**src/rtl/core/sme_pkg.sv**
```systemverilog
// ----------------------------------------------------------------------------
// sme_pkg
// Shared types and codes for the stack machine execute stage.
// ----------------------------------------------------------------------------
package sme_pkg;

  localparam logic [7:0] OPC_NOP   = 8'h01;
  localparam logic [7:0] OPC_PUSHI = 8'h10;
  localparam logic [7:0] OPC_PUSHC = 8'h11;
  localparam logic [7:0] OPC_PRN   = 8'h12;
  localparam logic [7:0] OPC_PRC   = 8'h13;
  localparam logic [7:0] OPC_ADD   = 8'h20;
  localparam logic [7:0] OPC_SUB   = 8'h21;
  localparam logic [7:0] OPC_MUL   = 8'h22;
  localparam logic [7:0] OPC_DIV   = 8'h23;
  localparam logic [7:0] OPC_MOD   = 8'h24;
  localparam logic [7:0] OPC_NEG   = 8'h25;
  localparam logic [7:0] OPC_DUP   = 8'h26;
  localparam logic [7:0] OPC_LOAD  = 8'h30;
  localparam logic [7:0] OPC_STORE = 8'h31;
  localparam logic [7:0] OPC_PUSHK = 8'h32;
  localparam logic [7:0] OPC_JMP   = 8'h40;
  localparam logic [7:0] OPC_JEQ   = 8'h41;
  localparam logic [7:0] OPC_JNE   = 8'h42;
  localparam logic [7:0] OPC_JLT   = 8'h43;
  localparam logic [7:0] OPC_JLE   = 8'h44;

  localparam logic [2:0] F_OK    = 3'd0;
  localparam logic [2:0] F_UNDER = 3'd1;
  localparam logic [2:0] F_OVER  = 3'd2;
  localparam logic [2:0] F_DIV0  = 3'd3;
  localparam logic [2:0] F_ADDR  = 3'd4;
  localparam logic [2:0] F_BADOP = 3'd5;

  typedef struct packed {
    logic       known;
    logic [1:0] pops;
    logic [1:0] pushes;
  } shape_t;

  function automatic shape_t op_shape(input logic [7:0] opc);
    shape_t s;
    s = '{known: 1'b1, pops: 2'd0, pushes: 2'd0};
    case (opc) inside
      OPC_NOP, OPC_JMP: ;
      OPC_PUSHI, OPC_PUSHC, OPC_PUSHK: s.pushes = 2'd1;
      OPC_PRN, OPC_PRC: s.pops = 2'd1;
      OPC_ADD, OPC_SUB, OPC_MUL, OPC_DIV, OPC_MOD: begin
        s.pops = 2'd2;
        s.pushes = 2'd1;
      end
      OPC_NEG, OPC_LOAD: begin
        s.pops = 2'd1;
        s.pushes = 2'd1;
      end
      OPC_DUP: begin
        s.pops = 2'd1;
        s.pushes = 2'd2;
      end
      OPC_STORE, OPC_JEQ, OPC_JNE, OPC_JLT, OPC_JLE: s.pops = 2'd2;
      default: s.known = 1'b0;
    endcase
    return s;
  endfunction

  typedef struct packed {
    logic        start;
    logic        is_mod;
    logic [31:0] dividend;
    logic [31:0] divisor;
  } div_req_t;

endpackage

```
**src/rtl/core/sme_divider.sv**
```systemverilog
// ----------------------------------------------------------------------------
// sme_divider
// Restoring unsigned divider, one quotient bit per cycle.
// ----------------------------------------------------------------------------
module sme_divider (
  input  logic              clk,
  input  logic              rst,
  input  sme_pkg::div_req_t req,
  output logic              done,
  output logic [31:0]       result
);
  import sme_pkg::*;

  logic [31:0] quo;
  logic [31:0] rem;
  logic [31:0] dvs;
  logic [5:0]  cnt;
  logic        busy;
  logic        is_mod;
  logic [32:0] trial;

  assign trial  = {rem, quo[31]} - {1'b0, dvs};
  assign result = is_mod ? rem : quo;

  always_ff @(posedge clk) begin
    if (rst) begin
      busy <= 1'b0;
      done <= 1'b0;
    end else begin
      done <= 1'b0;
      if (req.start) begin
        busy   <= 1'b1;
        quo    <= req.dividend;
        rem    <= '0;
        dvs    <= req.divisor;
        is_mod <= req.is_mod;
        cnt    <= 6'd0;
      end else if (busy) begin
        if (!trial[32]) begin
          rem <= trial[31:0];
          quo <= {quo[30:0], 1'b1};
        end else begin
          rem <= {rem[30:0], quo[31]};
          quo <= {quo[30:0], 1'b0};
        end
        cnt <= cnt + 6'd1;
        if (cnt == 6'd31) begin
          busy <= 1'b0;
          done <= 1'b1;
        end
      end
    end
  end
endmodule

```
**config.mk**
```make
export PLATFORM = sky130hd
export DESIGN_NAME = sme_divider
export DESIGN_NICKNAME = d
export VERILOG_FILES = /design/src/rtl/core/sme_pkg.sv /design/src/rtl/core/sme_divider.sv
export SDC_FILE = /design/constraint.sdc
export NUM_CORES = 1
export LEC_CHECK = 0
export ABC_AREA = 1
export BUFFER_PORTS_ARGS = -buffer_cell sky130_fd_sc_hd__buf_2
export CORE_MARGIN = 10
export CORE_UTILIZATION = 45
export CTS_CLUSTER_DIAMETER = 80
export DETAILED_ROUTE_END_ITERATION = 6
export SLEW_MARGIN = 15
export SYNTH_ARGS = -nofsm -noshare
export SYNTH_HDL_FRONTEND = slang
export SYNTH_SLANG_ARGS = --single-unit
```
**constraint.sdc**
```tcl
create_clock -name clk -period 6.45 [get_ports clk]
set_input_delay 1.29 -clock clk [delete_from_list [all_inputs] [get_ports clk]]
set_output_delay 1.29 -clock clk [all_outputs]
set_load 0.02 [all_outputs]
```
==> results of run 1 <==
state kept, by name, indices dropped and copies added, names as in the netlist:
register	flops
busy	1
cnt	6
done	1
dvs	32
is_mod	1
quo	32
rem	32
placed cells by master, fill, tap and decap left out, drive strengths merged, types with 6 or more instances in the layout:
master / synthesis / final
buf: 8 / 103
nand2: 365 / 365
nand3: 65 / 65
a21oi: 21 / 21
o21ai: 66 / 66
edfxtp: 103 / 103
clkbuf: 17 / 9
ha: 33 / 33
xor2: 8 / 8
nor2: 110 / 110
inv: 231 / 232
clkinv: 1 / 6
final timing paths:
check             to  slack (ns)  cells after the start
min           cnt[0]        0.59                      1
max reg2reg  rem[25]        3.70                     15
min reg2reg   cnt[0]        0.59                      1
max          rem[29]        2.97                      5
layout make-up:
class                           count  area (µm²)  area share, %
Tap cell                          216         270           3.22
Clock inverter                      7        80.1          0.954
Timing Repair Buffer              103         523           6.23
Inverter                          232         871           10.4
Clock buffer                        9         225           2.68
Sequential cell                   105        3130           37.3
Multi-Input combinational cell    688        3300           39.2
cells by family (layout without fill, tap and decap cells):
family | count (synthesis) | in the layout | share of synthesized area, %
flops | 105 | 105 | 42.3
fa+ha+maj | 34 | 34 | 5.85
buf+inv | 257 | 351 | 13.4
compound gates | 93 | 93 | 6.73
simple gates | 551 | 551 | 30.5
xor+xnor | 10 | 10 | 1.18
stage by stage:
stage / setup WS (ns) / cells / instance area [µm²] / power, mW / hold slack [ns]
finish: 2.97 / 1360 / 8400 / 2.13 / 0.594
global route: 2.70 / 1360 / 8400 / 2.27 / 0.631
global placement: 2.55 / 1344 / 8090 / 1.58 / 0.553
CTS: 2.94 / 1360 / 8400 / 2.15 / 0.595
floorplan: 0.845 / 1050 / 7400 / 1.39 / 0.511
detailed placement: 2.55 / 1344 / 8090 / 1.58 / 0.571
where the power goes:
| group | switching (mW) | internal, mW | total [mW] |
|---|---|---|---|
| Combinational | 0.468 | 0.230 | 0.698 |
| Sequential | 0.0432 | 0.827 | 0.870 |
| Clock | 0.289 | 0.275 | 0.564 |
| Total | 0.801 | 1.33 | 2.13 |
metal layers:
| metal | up-vias | track usage (%) | wire length, µm |
|---|---|---|---|
| met3 | 12 | 3.46 | 1070 |
| met4 | 0 | 4.31 | 221 |
| met5 | - | 0 | 0 |
| met2 | 154 | 24.8 | 7800 |
| li1 | 3404 | - | - |
| met1 | 2776 | 25.7 | 9990 |
cell usage after synthesis (3+ instances only):
cell | instances | area (µm²)
nand2_1 | 354 | 1330
clkbuf_1 | 17 | 63.8
a21o_1 | 4 | 30.0
nand2_4 | 7 | 78.8
nand2_2 | 4 | 25.0
edfxtp_1 | 103 | 3090
inv_2 | 4 | 15.0
xor2_1 | 8 | 70.1
inv_1 | 227 | 852
and3_1 | 3 | 18.8
o21ai_0 | 65 | 325
a21oi_1 | 18 | 90.1
nand3_1 | 63 | 315
nor2_1 | 107 | 402
nor3_1 | 4 | 20.0
ha_1 | 33 | 413
==> results.md, run 1 <==
* Worst-path cell chain: buf_2 > inv_1 > buf_4 > a21oi_4 > buf_4
* Relative slew slack at a little under a third
* Fill cell count at 1689
* CP arrival at around 3.5 ns
* Post-synthesis average cell area at slightly above 7 µm²
* Yosys reg bits at 105
* Worst hold start: cnt[0]
* DR vias/cell at approximately 4.7
* CTS Buf Count at 9
* Cell family with most CP delay: buffers and inverters
* CTS Root Cell: clkbuf_16
* RD Place Congestion at between 0.8 and 0.9
* Largest net degree at the start of global routing at 70
* Slowest-stage cell, CP: buf_2
* Post-DP HPWL at between 10 and 15 mm
* Post-synth ARST share at 0%
* Fmax at between 200 and 300 MHz
* Routed Antenna Nets at 0
* Clock Skews at 0.00831 ns
* Final core occ at around 52%
* Initial antenna violation count at 0
* Worst Hold Class: flip-flop to flip-flop
* Max Cap Viol at 0
* Drt pass-1 iters at 5
* CTS tree: built
* Die ar. at between 20000 and 25000 µm²
* Critical Path RT at 6.44 ns
* Most used DFF post-synth: edfxtp_1
* Mapped Cells at roughly 1100
* Final Max Slew Viols at 0
* DR vias at ~6300
* H-tree depth at 3
* Layout cell share with drive strength beyond 1 at 12.6%
* Worst Max-Slew Pin Slew at a little over 1 ns
* Post-synth EDFFs at ~100
* Post-CTS sizing at 0
* WP buf/inv at 4
* Most used cell along the critical path: buf_4
* CP startpoint: req[65]
* Initial Utilization at 46.2%
* Per-cell routed wire length at approximately 14 µm
* Pwr dens at 254 nW/µm²
* Die W at 148 µm
* Grt total ovfl at 0
* Fin crit share at 54.0%
* CP startpoint kind: input port
* Post-CTS Setup Bufs at 0
* Row count at 46
* Clock Sinks at between 100 and 150
* GRT Util Overall at approximately 17%
* Seq/Total Area, Yosys at between 40 and 50%
* Leakage Power at 4.57 nW
* Hold Vio Cnt, Final at 0
* Synth warnings at 0
* DRC viols at 0
* Core Area at roughly 16000 µm²
* I/O Buffers at 100
* RSZ-0062 raised after global routing: no
* Status: complete, no violations
* DRT Wirelength at between 15 and 20 mm
* Area grow syn2layout at 13.5%
* Mapped Area at 7400 µm²
* Clock transition at path regs at about 0.080 ns
* Synth cell types at 35
* Hold buffers post-CTS at 0
* CP endpoint kind: flip-flop
* IO Count at a little over 100
* First-pass GRT wire length at slightly above 30 mm
* CP Class: input port to flip-flop
* Worst VDD drop at between 150 and 200 µV
* Vias in the first global route at between 6000 and 7000
* Worst-case clock buffer depth at 2
* Iter 0 DRT Violations at roughly 480
* Setup-failing EPs final at 0
* Worst skew pair latency at ~0.36 ns
* Worst flop-to-flop path startpoint: quo[31]
* Slowest cell delay on critical path at 0.71 ns
* Mapped Nets at 1152
* Ant diodes at 0
* DIE HEIGHT at 148 µm
* # nets final at ~1200
* CP Max Fanout at 69
* Tmin final at about 3.5 ns
* Setup TNS at 0 ns
Note: power is estimated with default switching activity, not from simulation.
==> run 2: changes to the inputs <==
clock period = 3.3 ns   (was 6.45 ns; I/O delays follow)
==> results.md, run 2 (same netlist as run 1, synthesis figures left out) <==
* Status: complete, no violations
* Pwr dens at 501 nW/µm²
* DR vias/cell at roughly 4.7
* Worst-case clock buffer depth at 2
* Core Area at around 16000 µm²
* Setup TNS at 0 ns
* Post-CTS Setup Bufs at 0
* Critical Path RT at 2.64 ns
* DRC viols at 0
* CP Class: flip-flop to primary output
* Hold buffers post-CTS at 0
* Slowest cell delay on critical path at a little over 1 ns
* Post-Place Cell Area at 8120 µm²
* Die ar. at 22000 µm²
* Reg area at between 3000 and 4000 µm²
* IO Count at around 100
* Drt pass-1 iters at 5
* RD Place Congestion at 0.900
* Tmin final at roughly 2.8 ns
* First-pass GRT wire length at 31.9 mm
* Commonest non-fill, non-tap cells in the layout: 354 x nand2_1, 227 x inv_1, 106 x nor2_1, 103 x edfxtp_1, 100 x buf_2
* Layout cell share with drive strength beyond 1 at 13.0%
* Slowest-stage cell, CP: edfxtp_1
* I/O Buffers at 100
* CTS Root Cell: clkbuf_16
* Commonest non-fill, non-tap cell in the layout: nand2_1
* Per-cell routed wire length at roughly 14 µm
* Total power at 4.22 mW
* Fmax at 356 MHz
* Final Max Slew Viols at 0
* Multi-input gate area at approximately 3300 µm²
* Fin crit share at between 80% and 90%
* DRT Wirelength at ~20 mm
* # nets final at about 1200
* CTS Buf Count at 9
* Clock transition at path regs at around 0.080 ns
* Clock Sinks at approximately 110
* DR vias at 6470
* Fin area at 8430 µm²
* Routed Antenna Nets at 0
* Setup-failing EPs final at 0
* Worst-path cell chain: buf_4 > nand2_1 > o21ai_0 > buf_2
* RSZ-0062 raised after global routing: no
* CTS tree: built
* Hold Vio Cnt, Final at 0
* H-tree depth at 3
* Worst Max-Slew Pin Slew at 1.02 ns
* CP arrival at between 2 and 2.5 ns
* Area grow syn2layout at 14.0%
* Relative slew slack at 32.3%
* Worst setup margin at ~0.49 ns
* CP startpoint kind: flip-flop
* Worst Hold Class: input port to flip-flop
* Max Cap Viol at 0
* Ant diodes at 0
* Grt total ovfl at 0
* DIE HEIGHT at ~150 µm
* Post-DP HPWL at between 15 and 20 mm
* CP endpoint kind: primary output
* Row count at 46
* Fill cell count at approximately 1700
* CP Max Fanout at 33
* Initial Utilization at between 40% and 50%
* Initial antenna violation count at 0
* GRT Util Overall at a little under a fifth
* Clock Skews at 0.0100 ns
* R2R setup slack at between 0.6 and 0.7 ns
* Vias in the first global route at ~6100
* Iter 0 DRT Violations at 541
* Worst skew pair latency at 0.36 ns
* Leakage Power at between 4 and 5 nW
* Biggest regs: dvs (32), quo (32), rem (32)
* Largest net degree at the start of global routing at just under 70
* Worst VDD drop at about 360 µV
* Post-CTS sizing at 0
* Dpl ws at roughly 0.63 ns
* Die W at approximately 150 µm
-- run 2: cell types whose count changed in the layout (fill, tap and decap cells not counted), sizes merged --
| cell | before | now |
|---|---|---|
| buf | 103 | 107 |
| inv | 232 | 234 |
| bufinv | 0 | 1 |
| clkinv | 6 | 3 |
-- run 2: report_power, final --
group	internal, mW	switching [mW]
sequential	1.62	0.0874
combinational	0.452	0.920
clock	0.605	0.542
-- run 2: layout make-up --
| cell class | instances | area share [%] |
|---|---|---|
| Timing Repair Buffer | 107 | 6.56 |
| Multi-Input combinational cell | 688 | 39.1 |
| Inverter | 232 | 10.3 |
| Tap cell | 216 | 3.20 |
| Clock buffer | 9 | 2.67 |
| Sequential cell | 105 | 37.2 |
| Clock inverter | 7 | 1.01 |
-- run 2: per-stage QoR --
step,hold slack [ns],util (%),std cells
4_1_cts,0.456,52.7,1364
3_5_place_dp,0.572,50.8,1348
5_1_grt,0.453,52.7,1364
6_report,0.468,52.7,1364
2_1_floorplan,0.519,-,1050
3_3_place_gp,0.560,50.8,1348
-- run 2: critical path, delay by kind of cell, from the launching register on --
kind                   cells  cell delay (ns)
AOI/OAI and AO/OA          1             0.10
buffers and inverters      2             0.56
DFF                        1             1.03
and+or+nand+nor            1             0.09
-- run 2: routing by layer --
metal  GRT usage (%)  share of wire, %  vias to the layer above
li1                -                 -                     3406
met2            25.1                40                      186
met1            27.3                52                     2864
met5               0                 0                        -
met3            4.85               7.0                       14
met4            3.27              0.92                        0
-- run 2: worst paths after layout --
path,startpoint,endpoint,cells after the start
hold / removal,req[7],dvs[7],1
setup / recovery,is_mod,result[30],4
setup reg to reg,quo[31],rem[23],15
hold reg to reg,cnt[5],busy,2
